$ cat src/hdl/kwf_pkg.sv
`default_nettype none
// ----------------------------------------------------------------------------
// kwf_pkg
// shared types and constants of the k-weighting filter: coefficient
// register map, reset coefficients, multiplier select codes and the
// command word that the controller hands to the datapath
// ----------------------------------------------------------------------------
package kwf_pkg;

  localparam int COEF_WIDTH      = 32;
  localparam int NUM_REGS        = 8;
  localparam int REG_INDEX_WIDTH = $clog2(NUM_REGS);
  localparam int CFG_INDEX_WIDTH = REG_INDEX_WIDTH + 1;

  // multiplier select, the code doubles as the coefficient register index
  typedef enum logic [REG_INDEX_WIDTH-1:0] {
    SEL_SHELF_B0 = 3'd0,
    SEL_SHELF_B1 = 3'd1,
    SEL_SHELF_B2 = 3'd2,
    SEL_SHELF_A1 = 3'd3,
    SEL_SHELF_A2 = 3'd4,
    SEL_HP_GAIN  = 3'd5,
    SEL_HP_A1    = 3'd6,
    SEL_HP_A2    = 3'd7
  } mac_sel_t;

  // 48 kHz coefficients, signed q3.29
  localparam logic signed [COEF_WIDTH-1:0] COEF_RESET [NUM_REGS] = '{
    32'sd824163883,
    -32'sd1445093387,
    32'sd643382241,
    -32'sd907665797,
    32'sd393247621,
    32'sd536870912,
    -32'sd1068398593,
    32'sd531540991
  };

  typedef struct packed {
    logic     idle;        // ready for the next item
    logic     x_load;      // capture the incoming sample
    logic     acc_clear;   // zero the accumulator
    logic     mul_en;      // multiply coefficient and operand chosen by sel
    mac_sel_t sel;
    logic     shelf_done;  // round and saturate shelf, shift shelf history
    logic     diff_load;   // form the second difference for the high-pass
    logic     hp_done;     // round and saturate result, shift high-pass history
  } kwf_cmd_t;

  typedef struct packed {
    logic out_blocked;     // result register full and stalled
  } kwf_stat_t;

endpackage

`default_nettype wire

$ cat src/hdl/kwf_ctrl.sv
`default_nettype none
// ----------------------------------------------------------------------------
// kwf_ctrl
// sequencer for one item: five shelf products, round, second difference,
// three high-pass products, round and hand-off to the result register
// ----------------------------------------------------------------------------
module kwf_ctrl import kwf_pkg::*; (
  input  wire logic      clk,
  input  wire logic      rst,
  input  wire logic      sample_valid,
  input  wire kwf_stat_t stat,
  output kwf_cmd_t       cmd
);

  typedef enum logic [2:0] {
    IDLE,
    SHELF_MAC,
    SHELF_END,
    SHELF_ROUND,
    HP_DIFF,
    HP_MAC,
    HP_END,
    HP_ROUND
  } state_t;

  localparam logic [2:0] SHELF_LAST = 3'd4;
  localparam logic [2:0] HP_LAST    = 3'd2;

  state_t     state;
  logic [2:0] step;

  always_ff @(posedge clk) begin
    if (rst) begin
      state <= IDLE;
      step  <= '0;
    end else begin
      unique case (state)
        IDLE: begin
          step <= '0;
          if (sample_valid) state <= SHELF_MAC;
        end
        SHELF_MAC: begin
          if (step == SHELF_LAST) begin
            step  <= '0;
            state <= SHELF_END;
          end else begin
            step <= step + 3'd1;
          end
        end
        SHELF_END:   state <= SHELF_ROUND;
        SHELF_ROUND: state <= HP_DIFF;
        HP_DIFF: begin
          step  <= '0;
          state <= HP_MAC;
        end
        HP_MAC: begin
          if (step == HP_LAST) begin
            step  <= '0;
            state <= HP_END;
          end else begin
            step <= step + 3'd1;
          end
        end
        HP_END: state <= HP_ROUND;
        HP_ROUND: begin
          if (!stat.out_blocked) state <= IDLE;
        end
        default: state <= IDLE;
      endcase
    end
  end

  always_comb begin
    cmd            = '0;
    cmd.sel        = SEL_SHELF_B0;
    cmd.idle       = (state == IDLE);
    unique case (state)
      IDLE: begin
        cmd.x_load    = sample_valid;
        cmd.acc_clear = sample_valid;
      end
      SHELF_MAC: begin
        cmd.mul_en = 1'b1;
        cmd.sel    = mac_sel_t'(step);
      end
      SHELF_ROUND: cmd.shelf_done = 1'b1;
      HP_DIFF: begin
        cmd.diff_load = 1'b1;
        cmd.acc_clear = 1'b1;
      end
      HP_MAC: begin
        cmd.mul_en = 1'b1;
        cmd.sel    = mac_sel_t'(SEL_HP_GAIN + step);
      end
      HP_ROUND: cmd.hp_done = !stat.out_blocked;
      default: ;
    endcase
  end

endmodule

`default_nettype wire

$ cat src/hdl/kwf_datapath.sv
`default_nettype none
// ----------------------------------------------------------------------------
// kwf_datapath
// coefficient registers, filter histories, one shared multiplier with a
// product register, accumulator, rounding and saturation, result register
// ----------------------------------------------------------------------------
module kwf_datapath import kwf_pkg::*; #(
  parameter int SAMPLE_WIDTH   = 24,
  parameter int COEF_FRAC_BITS = 29
) (
  input  wire logic                              clk,
  input  wire logic                              rst,
  input  wire kwf_cmd_t                          cmd,
  output kwf_stat_t                              stat,
  input  wire logic signed [SAMPLE_WIDTH-1:0]    sample_in,
  input  wire logic                              cfg_we,
  input  wire logic        [CFG_INDEX_WIDTH-1:0] cfg_index,
  input  wire logic        [COEF_WIDTH-1:0]      cfg_data,
  input  wire logic                              weighted_stall,
  output logic                                   weighted_valid,
  output logic signed [SAMPLE_WIDTH-1:0]         weighted_out
);

  localparam int IW    = SAMPLE_WIDTH + 4;     // value between sections
  localparam int DW    = IW + 3;               // second difference
  localparam int PW    = COEF_WIDTH + DW;      // product
  localparam int ACC_W = PW + 2;

  localparam logic signed [ACC_W-1:0] RND = ACC_W'(1) << (COEF_FRAC_BITS - 1);
  localparam logic signed [ACC_W-1:0] IN_MAX =
    {{(ACC_W-IW+1){1'b0}}, {(IW-1){1'b1}}};
  localparam logic signed [ACC_W-1:0] IN_MIN = ~IN_MAX;
  localparam logic signed [ACC_W-1:0] OUT_MAX =
    {{(ACC_W-SAMPLE_WIDTH+1){1'b0}}, {(SAMPLE_WIDTH-1){1'b1}}};
  localparam logic signed [ACC_W-1:0] OUT_MIN = ~OUT_MAX;

  logic signed [COEF_WIDTH-1:0]   coef [NUM_REGS];
  logic signed [SAMPLE_WIDTH-1:0] x_reg;
  logic signed [SAMPLE_WIDTH-1:0] sx0, sx1, hy0, hy1;
  logic signed [IW-1:0]           sy0, sy1, hx0, hx1;
  logic signed [IW-1:0]           s_reg;
  logic signed [DW-1:0]           d_reg;
  logic signed [PW-1:0]           prod;
  logic                           prod_valid;
  logic                           prod_neg;
  logic signed [ACC_W-1:0]        acc;

  logic signed [DW-1:0]           operand;
  logic signed [COEF_WIDTH-1:0]   coef_sel;
  logic                           neg_sel;
  logic signed [ACC_W-1:0]        rounded;
  logic signed [IW-1:0]           s_sat;
  logic signed [SAMPLE_WIDTH-1:0] y_sat;
  logic                           cfg_hit;

  assign cfg_hit = cfg_we && (cfg_index < CFG_INDEX_WIDTH'(NUM_REGS));

  // operand and sign for the current product
  always_comb begin
    unique case (cmd.sel)
      SEL_SHELF_B0: operand = DW'(x_reg);
      SEL_SHELF_B1: operand = DW'(sx0);
      SEL_SHELF_B2: operand = DW'(sx1);
      SEL_SHELF_A1: operand = DW'(sy0);
      SEL_SHELF_A2: operand = DW'(sy1);
      SEL_HP_GAIN:  operand = d_reg;
      SEL_HP_A1:    operand = DW'(hy0);
      SEL_HP_A2:    operand = DW'(hy1);
      default:      operand = '0;
    endcase
    neg_sel  = (cmd.sel == SEL_SHELF_A1) || (cmd.sel == SEL_SHELF_A2) ||
               (cmd.sel == SEL_HP_A1) || (cmd.sel == SEL_HP_A2);
    coef_sel = coef[cmd.sel];
  end

  // round half up, then saturate
  always_comb begin
    rounded = (acc + RND) >>> COEF_FRAC_BITS;
    if (rounded > IN_MAX)      s_sat = IW'(IN_MAX);
    else if (rounded < IN_MIN) s_sat = IW'(IN_MIN);
    else                       s_sat = IW'(rounded);
    if (rounded > OUT_MAX)      y_sat = SAMPLE_WIDTH'(OUT_MAX);
    else if (rounded < OUT_MIN) y_sat = SAMPLE_WIDTH'(OUT_MIN);
    else                        y_sat = SAMPLE_WIDTH'(rounded);
  end

  // coefficient registers
  always_ff @(posedge clk) begin
    if (rst) begin
      for (int i = 0; i < NUM_REGS; i++) coef[i] <= COEF_RESET[i];
    end else if (cfg_hit) begin
      coef[cfg_index[REG_INDEX_WIDTH-1:0]] <= cfg_data;
    end
  end

  // multiply into the product register, then accumulate in the following cycle
  always_ff @(posedge clk) begin
    if (rst) begin
      prod_valid <= 1'b0;
    end else begin
      prod_valid <= cmd.mul_en;
    end
    if (cmd.mul_en) begin
      prod     <= coef_sel * operand;
      prod_neg <= neg_sel;
    end
    if (cmd.acc_clear) begin
      acc <= '0;
    end else if (prod_valid) begin
      if (prod_neg) acc <= acc - ACC_W'(prod);
      else          acc <= acc + ACC_W'(prod);
    end
    if (cmd.x_load) x_reg <= sample_in;
    if (cmd.shelf_done) s_reg <= s_sat;
    if (cmd.diff_load) d_reg <= DW'(s_reg) - (DW'(hx0) <<< 1) + DW'(hx1);
  end

  // filter histories, cleared by reset and by any coefficient write
  always_ff @(posedge clk) begin
    if (rst || cfg_hit) begin
      sx0 <= '0;
      sx1 <= '0;
      sy0 <= '0;
      sy1 <= '0;
      hx0 <= '0;
      hx1 <= '0;
      hy0 <= '0;
      hy1 <= '0;
    end else begin
      if (cmd.shelf_done) begin
        sx1 <= sx0;
        sx0 <= x_reg;
        sy1 <= sy0;
        sy0 <= s_sat;
      end
      if (cmd.hp_done) begin
        hx1 <= hx0;
        hx0 <= s_reg;
        hy1 <= hy0;
        hy0 <= y_sat;
      end
    end
  end

  // result register
  always_ff @(posedge clk) begin
    if (rst) begin
      weighted_valid <= 1'b0;
    end else if (cmd.hp_done) begin
      weighted_valid <= 1'b1;
    end else if (!weighted_stall) begin
      weighted_valid <= 1'b0;
    end
    if (cmd.hp_done) weighted_out <= y_sat;
  end

  assign stat.out_blocked = weighted_valid && weighted_stall;

endmodule

`default_nettype wire

$ cat src/hdl/k_weighting_filter.sv
`default_nettype none
// ----------------------------------------------------------------------------
// k_weighting_filter
// loudness-meter k-weighting: high-frequency shelf followed by high-pass
// ----------------------------------------------------------------------------
// Each signed sample item goes through a second-order shelf and then a
// second-order high-pass, both direct form I with a0 = 1, and leaves as one
// K-weighted, saturated sample. One shared 32-bit multiplier does all eight
// products, so an item holds the controller from the accepting state
// through five shelf products, a drain and round, the high-pass second
// difference, three high-pass products and a last drain and round that
// loads the result register. The next item is taken as soon as the
// controller returns to idle, even while the last result still waits in
// its register; the result is held back only when that register is still
// full and stalled. Coefficients are signed q3.29 registers that reset to
// the 48 kHz values; writing any of them clears the filter history, writes
// to indexes past the last register are dropped. The config port is ready
// only while no item is in progress.
// ----------------------------------------------------------------------------
module k_weighting_filter import kwf_pkg::*; #(
  parameter int SAMPLE_WIDTH   = 24,
  parameter int COEF_FRAC_BITS = 29
) (
  input  wire logic                              clk,
  input  wire logic                              rst,
  // sample items
  input  wire logic                              sample_valid,
  output logic                                   sample_stall,
  input  wire logic signed [SAMPLE_WIDTH-1:0]    sample_in,
  // weighted result items
  output logic                                   weighted_valid,
  input  wire logic                              weighted_stall,
  output logic signed [SAMPLE_WIDTH-1:0]         weighted_out,
  // coefficient writes
  input  wire logic                              cfg_valid,
  output logic                                   cfg_ready,
  input  wire logic        [CFG_INDEX_WIDTH-1:0] cfg_index,
  input  wire logic        [COEF_WIDTH-1:0]      cfg_data
);

  kwf_cmd_t  cmd;
  kwf_stat_t stat;
  logic      cfg_we;

  // item in only while idle, config likewise
  assign sample_stall = !cmd.idle;
  assign cfg_ready    = cmd.idle;
  assign cfg_we       = cfg_valid && cfg_ready;

  kwf_ctrl u_ctrl (
    .clk          (clk),
    .rst          (rst),
    .sample_valid (sample_valid),
    .stat         (stat),
    .cmd          (cmd)
  );

  kwf_datapath #(
    .SAMPLE_WIDTH   (SAMPLE_WIDTH),
    .COEF_FRAC_BITS (COEF_FRAC_BITS)
  ) u_datapath (
    .clk            (clk),
    .rst            (rst),
    .cmd            (cmd),
    .stat           (stat),
    .sample_in      (sample_in),
    .cfg_we         (cfg_we),
    .cfg_index      (cfg_index),
    .cfg_data       (cfg_data),
    .weighted_stall (weighted_stall),
    .weighted_valid (weighted_valid),
    .weighted_out   (weighted_out)
  );

endmodule

`default_nettype wire

$ cat config.mk
export PLATFORM = sky130hd
export DESIGN_NAME = k_weighting_filter
export DESIGN_NICKNAME = d
export VERILOG_FILES = /design/src/hdl/kwf_pkg.sv /design/src/hdl/kwf_ctrl.sv /design/src/hdl/kwf_datapath.sv /design/src/hdl/k_weighting_filter.sv
export SDC_FILE = /design/constraint.sdc
export NUM_CORES = 2
export LEC_CHECK = 0
export BUFFER_PORTS_ARGS = -buffer_cell sky130_fd_sc_hd__buf_4
export CAP_MARGIN = 0
export CORE_MARGIN = 3
export CORE_UTILIZATION = 45
export DETAILED_ROUTE_END_ITERATION = 12
export MAX_ROUTING_LAYER = met4
export PLACE_DENSITY_LB_ADDON = 0.25
export SLEW_MARGIN = 30
export SYNTH_ARGS = -nofsm -noshare
export SYNTH_HDL_FRONTEND = slang
export SYNTH_HIERARCHICAL = 1
export SYNTH_SLANG_ARGS = --single-unit
$ cat constraint.sdc
create_clock -name clk -period 14.7 [get_ports clk]
set_clock_uncertainty 0.1 [all_clocks]
set_input_delay 2.94 -clock clk [delete_from_list [all_inputs] [get_ports clk]]
set_output_delay 2.94 -clock clk [all_outputs]
set_load 0.005 [all_outputs]
==> run metrics <==
Reg clk slew, reported paths approximately 60 ps; #FFs+latches synth a little over 700; cell taking the most area after synthesis fa_1; first-pass GRT wire length 361 mm; Post-route DRC 0; fillers roughly 14000; largest net degree at the start of global routing between 80 and 90; Die Span X roughly 400 µm; most used cell, CP fa_1; Core Box Area 0.157 mm²; setup bufs post-CTS 0; total of max-cap violations 0; routed vias/inst approximately 5.7; final slew viol count 0; fin nets 8775; EDFF count, synth ~430; area used by multi-input combinational logic roughly 0.047 mm²; fin crit period between 10000 and 15000 ps; Buf/Inv on CP 7; Worst Path Required about 15000 ps; initial drt markers 5411; CTS H-tree depth 3; Synth top area share 0.302; Worst EP arrival ~13000 ps; Total Neg Setup Slack 0 ps; Placed Area roughly 0.075 mm²; Yosys cell types 95; Main synth FF type edfxtp_1; top flop regs u_datapath/coef: 256 flops, u_datapath/acc: 65 flops, u_datapath/prod: 63 flops; Crit Path Category reg2reg; register area roughly 0.018 mm²; Rel. slew slack 0.299; syn avg cell area around 9.6 µm²; router iterations before antenna repair 7; ys async rst share 0; Top delay family on crit path adder cells; post-route cell area around 0.077 mm²; r2r setup slk 1700 ps; Crit-path slowest cell a21oi_1; grt total ovfl 0; Clock Tree Buf Depth 3; max FFs per register ~260; clk root buf clkbuf_16; most frequent cells after synthesis inv_1 (1256), fa_1 (1076), nor2_1 (907), nand2_1 (670), edfxtp_1 (427); Tot GR Track Use 0.307; sequential-to-total area share from yosys stat 0.258; drt wl/cell about 26 µm; synthesis-to-finish area growth 8.20%; post-DP HPWL roughly 190 mm; Mapped Nets between 8000 and 9000; count leader, synth inv_1; Peak Freq slightly below 80 MHz; worst skew pair latency around 660 ps; CP max FO 49; Slew @ Worst Pin 1050 ps; outcome finished, final reports clean; initial antenna violation count 9; Reg with most FFs u_datapath/coef; yosys warns 6; top cells by area, synth fa_1 (30%), edfxtp_1 (18%), dfxtp_1 (7.9%), inv_1 (6.6%), ha_1 (5.0%); worst min path class reg2reg; synthesized area ~0.071 mm²; final hold slack about 370 ps; I/O Pins 92; CTS-repair resized insts 0; Final Wtd Congestion around 1.0; Mapped Cells around 7400; total CTS buffers between 70 and 80; final worst-path cycle share 0.884; final setup violation count 0; hold_buf cts 0; Cell Rows about 150; via count between 50000 and 60000; share of layout cells above drive strength 1 0.0687; Worst Setup End Kind flip-flop; Die Y approximately 400 µm; CTS tree yes; # clock sinks 708; die area between 0.15 and 0.2 mm²; CP startpoint kind flip-flop; Routed Antenna Nets 0; Initial Utilization 0.455; Worst path max stage delay about 840 ps; setup repair after global routing missed its margin no; PortBufs slightly above 90; final WL 242 mm; Fin. Hold Viols 0; vias in the first global route 54940
logic make-up (layout without fill, tap and decap cells):
| logic type | count (synthesis) | count (layout) | share of synthesized area |
|---|---|---|---|
| buffers and inverters | 1640 | 1638 | 0.0870 |
| flip-flops | 708 | 708 | 0.258 |
| adder cells (fa/ha/maj) | 1359 | 1359 | 0.351 |
| AND/OR/NAND/NOR | 2303 | 2303 | 0.146 |
| XOR/XNOR | 260 | 260 | 0.0319 |
| multiplexers | 294 | 294 | 0.0485 |
| AO/OA/AOI/OAI | 850 | 850 | 0.0772 |
| other | 0 | 4 | 0 |
per-layer routing:
layer / GRT usage / wire (µm)
met2: 0.464 / 109000
met3: 0.0587 / 21100
met5: - / 0
met1: 0.389 / 94700
met4: 0.174 / 17200
cell usage in the layout (no fill, tap or decap), types with 104 or more instances in the layout:
cell type  instances
a21oi_1          241
and2_1           177
buf_4            238
dfxtp_1          280
edfxtp_1         427
fa_1            1076
ha_1             283
inv_1           1256
mux2i_1          244
nand2_1          667
nand2b_1         122
nor2_1           898
o21ai_0          144
or3_1            104
xnor2_1          187
worst paths after layout:
path                            from  cells after the start             endpoint
hold / removal    u_datapath/acc[27]                      2   u_datapath/acc[27]
setup / recovery     u_ctrl/state[2]                     35  u_datapath/prod[59]
setup reg to reg     u_ctrl/state[2]                     35  u_datapath/prod[59]
hold reg to reg   u_datapath/acc[27]                      2   u_datapath/acc[27]
tightest hold or removal path: stages, from the launching register on:
cell     delay, ps
dfxtp_1        330
nand2_1         50
o21ai_0         60
metrics by stage:
stage                     cells  utilization  setup WS (ps)
after floorplan            7414            -           4350
after global placement     9330        0.475           2430
after detailed placement   9330        0.475           2270
after CTS                  9468        0.492           2190
after global routing       9473        0.492           1280
final                      9474        0.493           1700
layout make-up:
cell class / count / share of cell area
multi-input combinational: 5066 / 0.609
clock inverter: 47 / 0.00732
clock buffer: 91 / 0.0265
antenna: 4 / 0.000130
sequential: 708 / 0.239
tap: 2058 / 0.0333
timing repair buffer: 241 / 0.0237
inverter: 1259 / 0.0611
Power is left out: the tool's default activity adds up to more than one toggle a clock period on the data nets, which glitch-free logic cannot reach.
